--- config.mk ---
export PLATFORM = sky130hd
export DESIGN_NAME = sha256_three_round_precompute_unit
export DESIGN_NICKNAME = d
export VERILOG_FILES = /design/src/rtl/core/s3rp_pkg.sv /design/src/rtl/core/sha256_three_round_precompute_unit.sv /design/src/rtl/core/s3rp_round.sv
export SDC_FILE = /design/constraint.sdc
export NUM_CORES = 2
export LEC_CHECK = 0
export BUFFER_PORTS_ARGS = -buffer_cell sky130_fd_sc_hd__buf_2
export CORE_ASPECT_RATIO = 0.8
export CORE_UTILIZATION = 35
export CTS_CLUSTER_SIZE = 25
export DETAILED_ROUTE_END_ITERATION = 8
export PLACE_DENSITY = 0.63
export SLEW_MARGIN = 15
export SYNTH_ARGS = -nofsm -noshare
export SYNTH_HDL_FRONTEND = slang
export SYNTH_SLANG_ARGS = --single-unit
--- constraint.sdc ---
create_clock -name clk -period 12 [get_ports clk]
set_input_delay 2.4 -clock clk [delete_from_list [all_inputs] [get_ports clk]]
set_output_delay 2.4 -clock clk [all_outputs]
set_load 0.03 [all_outputs]
--- src/rtl/core/s3rp_pkg.sv ---
`timescale 1ns / 1ps
// Package for the SHA-256 three-round precompute unit.
// Holds the working-variable type, round constants and the round functions.
// It depends on nothing else.
package s3rp_pkg;

	localparam int unsigned WordWidth = 32;

	typedef logic [WordWidth-1:0] word_t;

	typedef struct packed {
		word_t a;
		word_t b;
		word_t c;
		word_t d;
		word_t e;
		word_t f;
		word_t g;
		word_t h;
	} state_t;

	localparam word_t RoundK0 = 32'h428a2f98;
	localparam word_t RoundK1 = 32'h71374491;
	localparam word_t RoundK2 = 32'hb5c0fbcf;

	function automatic word_t big_sigma0(input word_t x);
		return {x[1:0], x[31:2]} ^ {x[12:0], x[31:13]} ^ {x[21:0], x[31:22]};
	endfunction

	function automatic word_t big_sigma1(input word_t x);
		return {x[5:0], x[31:6]} ^ {x[10:0], x[31:11]} ^ {x[24:0], x[31:25]};
	endfunction

	function automatic word_t choose(input word_t x, input word_t y, input word_t z);
		return (x & y) ^ (~x & z);
	endfunction

	function automatic word_t majority(input word_t x, input word_t y, input word_t z);
		return (x & y) ^ (x & z) ^ (y & z);
	endfunction

endpackage

--- src/rtl/core/sha256_three_round_precompute_unit.sv ---
`timescale 1ns / 1ps
// SHA-256 three-round precompute: a three-stage pipeline, one round per stage.
// An accepted request is registered in st_s1, st_s2 and st_s3 in turn before its result is on the output.
// Throughput is one request per cycle; a stalled output holds the pipeline in place.
// Reset clears the stage valid bits only; the payload registers are not reset.
// Depends on s3rp_pkg and s3rp_round.
module sha256_three_round_precompute_unit (
	input  logic         clk,
	input  logic         arst_n,
	input  logic         s_axis_tvalid,
	output logic         s_axis_tready,
	// mid_a, mid_b, mid_c, mid_d, mid_e, mid_f, mid_g, mid_h, msg_w0, msg_w1, msg_w2
	input  logic [351:0] s_axis_tdata,
	output logic         m_axis_tvalid,
	input  logic         m_axis_tready,
	// out_a, out_b, out_c, out_d, out_e, out_f, out_g, out_h
	output logic [255:0] m_axis_tdata
);

	s3rp_pkg::state_t in_state;
	s3rp_pkg::state_t rnd0_nxt;
	s3rp_pkg::state_t rnd1_nxt;
	s3rp_pkg::state_t rnd2_nxt;

	logic v_s1;
	logic v_s2;
	logic v_s3;
	s3rp_pkg::state_t st_s1;
	s3rp_pkg::state_t st_s2;
	s3rp_pkg::state_t st_s3;
	s3rp_pkg::word_t w1_s1;
	s3rp_pkg::word_t w2_s1;
	s3rp_pkg::word_t w2_s2;

	logic rdy1;
	logic rdy2;
	logic rdy3;

	always_comb begin
		in_state.a = s_axis_tdata[31:0];
		in_state.b = s_axis_tdata[63:32];
		in_state.c = s_axis_tdata[95:64];
		in_state.d = s_axis_tdata[127:96];
		in_state.e = s_axis_tdata[159:128];
		in_state.f = s_axis_tdata[191:160];
		in_state.g = s_axis_tdata[223:192];
		in_state.h = s_axis_tdata[255:224];
	end

	s3rp_round u_round0 (
		.cur(in_state),
		.w  (s_axis_tdata[287:256]),
		.k  (s3rp_pkg::RoundK0),
		.nxt(rnd0_nxt)
	);

	s3rp_round u_round1 (
		.cur(st_s1),
		.w  (w1_s1),
		.k  (s3rp_pkg::RoundK1),
		.nxt(rnd1_nxt)
	);

	s3rp_round u_round2 (
		.cur(st_s2),
		.w  (w2_s2),
		.k  (s3rp_pkg::RoundK2),
		.nxt(rnd2_nxt)
	);

	assign rdy3 = !v_s3 || m_axis_tready;
	assign rdy2 = !v_s2 || rdy3;
	assign rdy1 = !v_s1 || rdy2;
	assign s_axis_tready = rdy1;

	always_ff @(posedge clk or negedge arst_n) begin
		if (!arst_n) begin
			v_s1 <= 1'b0;
			v_s2 <= 1'b0;
			v_s3 <= 1'b0;
		end else begin
			if (rdy1) begin
				v_s1 <= s_axis_tvalid;
			end
			if (rdy2) begin
				v_s2 <= v_s1;
			end
			if (rdy3) begin
				v_s3 <= v_s2;
			end
		end
	end

	always_ff @(posedge clk) begin
		if (rdy1 && s_axis_tvalid) begin
			st_s1 <= rnd0_nxt;
			w1_s1 <= s_axis_tdata[319:288];
			w2_s1 <= s_axis_tdata[351:320];
		end
		if (rdy2 && v_s1) begin
			st_s2 <= rnd1_nxt;
			w2_s2 <= w2_s1;
		end
		if (rdy3 && v_s2) begin
			st_s3 <= rnd2_nxt;
		end
	end

	assign m_axis_tvalid = v_s3;
	assign m_axis_tdata = {st_s3.h, st_s3.g, st_s3.f, st_s3.e,
		st_s3.d, st_s3.c, st_s3.b, st_s3.a};

`ifndef NO_ASSERTIONS
	a_ready_when_drained: assert property (@(posedge clk) disable iff (!arst_n)
		m_axis_tready |-> s_axis_tready)
		else $error("Input not ready although the output is being drained.");

	a_accept_fills_s1: assert property (@(posedge clk) disable iff (!arst_n)
		(s_axis_tvalid && s_axis_tready) |=> v_s1)
		else $error("Accepted request did not reach the first stage.");

	a_s1_held: assert property (@(posedge clk) disable iff (!arst_n)
		(v_s1 && !rdy2) |=> (v_s1 && $stable(st_s1)))
		else $error("First stage lost or changed a stalled request.");

	a_s2_advances: assert property (@(posedge clk) disable iff (!arst_n)
		(v_s2 && rdy3) |=> m_axis_tvalid)
		else $error("Second stage request did not reach the output.");
`endif

endmodule

--- src/rtl/core/s3rp_round.sv ---
`timescale 1ns / 1ps
// One SHA-256 compression round as combinational logic.
// Depends on s3rp_pkg for the state type and the round functions.
module s3rp_round (
	input  s3rp_pkg::state_t cur,
	input  s3rp_pkg::word_t  w,
	input  s3rp_pkg::word_t  k,
	output s3rp_pkg::state_t nxt
);

	s3rp_pkg::word_t t1;
	s3rp_pkg::word_t t2;

	assign t1 = cur.h + s3rp_pkg::big_sigma1(cur.e)
		+ s3rp_pkg::choose(cur.e, cur.f, cur.g) + k + w;
	assign t2 = s3rp_pkg::big_sigma0(cur.a) + s3rp_pkg::majority(cur.a, cur.b, cur.c);

	always_comb begin
		nxt.a = t1 + t2;
		nxt.b = cur.a;
		nxt.c = cur.b;
		nxt.d = cur.c;
		nxt.e = cur.d + t1;
		nxt.f = cur.e;
		nxt.g = cur.f;
		nxt.h = cur.g;
	end

endmodule
-- Word-level counts from Yosys, hierarchy flattened
Index checks and enable logic that the tools add are counted.
- bits in writable memories: 0
- latch bits: 0
- bits in read-only memories: 0
- memories: 0
- register bits after elaboration: 867
- output and inout port bits: 258
- div/mod/pow operators: 0
- eq/ne operators: 0
- add/sub/neg operators: 21
- $lt $le $gt $ge: 0
- reductions and logical operators: 9
- bitwise logic cells: 39
- multiply operators: 0
- shift operators: 0
- mux-type cells: 0
- operator list (cell ; count):
    bitwise XOR 32 bit ; 21
    adder 32 bit ; 18
    AND 32 bit ; 15
    inverter 32 bit ; 3
    adder 32 x 31 -> 32 bit (second input constant) ; 2
    adder 32 bit (second input constant) ; 1
    logical AND 1 bit ; 3
    logical NOT 1 bit ; 3
    logical OR 1 bit ; 3

-- Depth between registers and ports, before layout
- depth in word-level cells: 7
- depth in mapped cells: 32
- gate-level depth less buffers: 31

-- By module
Synthesis repeated with hierarchy kept, for this count alone.
- cell total of the unflattened synthesis: 4771
- area, all modules: 58427.3 um^2
- by module, submodules not included (module ; area each (um^2) ; times used ; cells each ; seq. area each (um^2)):
    sha256_three_round_precompute_unit ; 26093.8 ; 1 ; 878 ; 26020.0
    s3rp_round at u_round1 ; 10994.3 ; 1 ; 1354 ; 0.0
    s3rp_round at u_round2 ; 10880.4 ; 1 ; 1329 ; 0.0
    s3rp_round at u_round0 ; 10458.8 ; 1 ; 1210 ; 0.0

-- Worst setup path after synthesis
OpenSTA, ideal clock, no wires.
- path kind: input -> register
- from: input port m_axis_tready
- to: register st_s1[0] in the netlist's numbering, enable pin
- setup time: 721 ps
- arrival time: 10028 ps
- cell stages on the path: 3
- required time: 11279 ps
- setup slack: 1251 ps
- path through: nor2b_1 -> nand3_1 -> and2_1
- word-level cells in the longest chain between the ends: 4
- RTL lines (element ; line ; RTL):
    start, declared ; sha256_three_round_precompute_unit.sv:15 ; input logic m_axis_tready,
    logical OR 1 bit ; sha256_three_round_precompute_unit.sv:71 ; assign rdy3 = !v_s3 || m_axis_tready;
    logical OR 1 bit ; sha256_three_round_precompute_unit.sv:72 ; assign rdy2 = !v_s2 || rdy3;
    logical OR 1 bit ; sha256_three_round_precompute_unit.sv:73 ; assign rdy1 = !v_s1 || rdy2;
    net s_axis_tready ; sha256_three_round_precompute_unit.sv:11 ; output logic s_axis_tready,
    logical AND 1 bit ; sha256_three_round_precompute_unit.sv:95 ; if (rdy1 && s_axis_tvalid) begin
    end signal, assigned ; sha256_three_round_precompute_unit.sv:96 ; st_s1 <= rnd0_nxt;
    end, declared ; sha256_three_round_precompute_unit.sv:28 ; s3rp_pkg::state_t st_s1;
The timed path passes the listed nets, and every way through them passes these cells.
A chain may end at the register's enable or synchronous reset.

==> results by group <==
Outcome
  • Status: complete, but fails checks
  • Failing checks: DRC

Routing
  • 1st-iter DRT viols: about 4,000
  • DRT Pass-1 Iters: 7
  • Antenna Violating Nets Remaining: 0
  • Final wirelength: 203 mm
  • Routed wire per std cell: about 29 um
  • Drt drc: 168
  • Vias per cell: 5.20
  • Detailed-route via count: around 36,000

Worst setup path
  • R2r setup slk: 3610 ps
  • WP data arrival: 9810 ps
  • Crit-path max FO: 6
  • Worst reg2reg path startpoint: st_s2[98]$_DFFE_PP_
  • Required time of the worst setup path: 12,450 ps
  • CP Capture Type: register
  • Reg2Reg Capture Point: m_axis_tdata[31]$_DFFE_PP_
  • Type of the worst setup path: input port to register
  • Startpoint types: input port
  • Register-to-Register Path Depth: 27

Place
  • Hpwl dp: approximately 170 mm
  • Area after DPL: just under 60,000 sq um
  • Port Buffers: ~610
  • Total placed cells including tap cells: 6,773
  • Final Wtd Congestion: 0.997

STA
  • Slew Limit Headroom: 0.270
  • RSZ-0062 raised after global routing: no
  • Final setup violation count: 0
  • Worst Clk Skew: between 30 and 40 ps
  • Measured slew at the worst slew-check pin: 1080 ps
  • Upper clock frequency limit: 107 MHz
  • Final Hold Viols: 0
  • Count of pins over their slew limit: 0
  • Setup TNS: 0 ps
  • Period minus WS final: between 9000 and 10,000 ps
  • Fin crit share: 0.780

Hold path
  • Hold path cells: 0
  • Hold crit path type: register to register
  • Worst hold start: w2_s1[6]$_DFFE_PP_
  • Hold EP: w2_s2[6]$_DFFE_PP_

Synthesis
  • Post-synth top area cell: edfxtp_1
  • Area fraction of the dominant cell type after synthesis: 0.490
  • Top cells by area, synth: edfxtp_1 (49%), fa_1 (11%), ha_1 (8.7%)
  • Top FF cell, synth: edfxtp_1
  • Post-synthesis sequential area ratio: 0.491
  • Synthesized instance count: 4,143
  • Syn Std Cell Area: 52,900 sq um
  • Asr flop ratio synth: 0.00346
  • Average cell area after synthesis: around 13 sq um
  • Synth Warn #: 0
  • Unique masters post-synth: 75
  • Post-synth EDFFs: ~860
  • Register bit total from synthesis: 867
  • Synth Net Count: 5,151

Run
  • Max-cap violations: 0

Cells and area
  • Final instance area: just over 60,000 sq um
  • Final Non-Filler Cells: 6,984
  • Area delta synth->final: 17.2%
  • Layout cell share with drive strength beyond 1: 0.178
  • Nets: 5,879

Die
  • I/O pin total: 614
  • Initial core utilization: 0.353
  • Chip Height: 350 um
  • Core area: 150,000 sq um
  • Die ar.: roughly 150,000 sq um
  • Die width: 437 um
  • Rows: 127

Global route
  • Largest net degree at the start of global routing: 150
  • First-pass GRT wire length: 273 mm
  • Initial antenna violation count: 73
  • Congestion Overflow GR: 0
  • GRT Total Usage: 0.261
  • Vias in the first global route: 35,400

CTS
  • CTS tree: built
  • CTS resizes: 0
  • Root buffer cell: clkbuf_16
  • Count of hold-fix buffers inserted at cts: 0
  • H-Tree Depth: 3
  • Post-CTS setup buffer count: 0
  • Inserted Clock Buffers: 95
  • Worst-skew pair later-pin latency: ~740 ps
  • CTS sink cnt: between 800 and 900
  • Clk slew on worst S/H paths: 70 ps
  • CTS max path bufs: 3
## placed cells by master (no fill, tap or decap), drive strengths merged, types with 35 or more instances in the layout
master  count
a21o      174
a21oi     210
buf       650
clkbuf    104
clkinv     41
diode      40
edfxtp    864
fa        283
ha        369
inv       624
maj3       49
mux2       61
mux2i      37
nand2      98
nand2b     35
nand3      45
nor2      130
nor2b      36
o21ai     146
o21bai     39
xnor2     457
xor2      192
## final cells by class
class | count | area [sq um]
clock inverter | 67 | 792
antenna | 40 | 100
tap | 1999 | 2500
timing repair buffer | 650 | 3370
clock buffer | 104 | 2410
sequential | 867 | 26000
inverter | 615 | 2310
fill | 14300 | 87900
multi-input combinational | 2642 | 24600
## state kept, by name (all words and copies together), names as in the netlist
register	cells
st_s1	256
m_axis_tdata	256
w1_s1	32
w2_s2	32
v_s2	1
v_s1	1
st_s2	256
w2_s1	32
m_axis_tvalid	1
## critical path: stages
cell and delay [ps]:
buf_2 290, mux2_2 520, fa_1 520, inv_1 50, fa_1 480, inv_1 40, ha_1 170, ha_1 240
fa_1 470, a21o_1 170, a21oi_1 330, o31ai_1 160, a221oi_2 400, nor3_1 150, a221oi_1 300, o21bai_1 160
a311o_1 370, a21oi_1 240, o21ba_2 190, xor2_1 290, fa_1 440, inv_1 60, ha_1 280, and3_1 190
a31o_1 240, o41ai_1 350, xnor2_1 140, xnor2_1 150
## worst max-delay path by stage
stage | from | to | slack [ps] | cells past startpoint
after detailed placement | s_axis_tdata[129] | st_s1[255]$_DFFE_PP_ | 1880 | 28
after CTS | s_axis_tdata[129] | st_s1[255]$_DFFE_PP_ | 2630 | 28
after global placement | s_axis_tdata[129] | st_s1[255]$_DFFE_PP_ | 1940 | 28
after floorplan | m_axis_tready | st_s1[0]$_DFFE_PP_ | 1250 | 3
final | s_axis_tdata[129] | st_s1[255]$_DFFE_PP_ | 2640 | 28
after global routing | s_axis_tdata[129] | st_s1[255]$_DFFE_PP_ | 2190 | 28
## cells by family after synthesis
logic type	count (synthesis)	synth area share
fa+ha+maj	701	0.203
simple gates	460	0.0427
flops	867	0.491
buf+inv	634	0.0450
compound gates	730	0.0883
xor+xnor	653	0.109
mux	98	0.0200
## cell usage after synthesis, types with 5 or more instances
library cell,instances
o21ai_0,109
nand2_1,98
a211oi_1,16
inv_1,613
maj3_1,49
and4_1,8
a21o_1,174
nor2_1,130
or3_1,9
mux2_2,61
a21oi_1,207
nor2b_1,36
clkbuf_1,19
or2_2,7
nor3_1,31
nand3_1,45
and3_1,23
edfxtp_1,864
ha_1,369
o21ai_1,37
o31ai_1,11
o21a_1,31
o211ai_1,6
nand2b_1,35
nand4_1,11
o2111ai_1,5
and2_1,11
a31oi_1,26
xor2_1,192
fa_1,283
xnor2_1,457
mux2i_1,37
a221o_1,5
a221oi_1,5
o21bai_1,39
## layer usage
| metal | GRT usage | vias to the layer above | wire length, um |
|---|---|---|---|
| met1 | 0.356 | 18400 | 86500 |
| met3 | 0.0487 | 291 | 16600 |
| met4 | 0.0995 | 2 | 7280 |
| li1 | - | 15900 | - |
| met5 | 0 | - | 8 |
| met2 | 0.412 | 1634 | 92600 |
## per-stage QoR
stage,setup slack (ps),util,hold WS [ps]
after floorplan,1250,-,400
after global placement,1940,0.392,403
after detailed placement,1880,0.392,405
after CTS,2630,0.413,416
after global routing,2190,0.413,419
final,2640,0.414,416
Power is left out: the tool's default activity adds up to more than one toggle a clock period on the data nets, which glitch-free logic cannot reach.
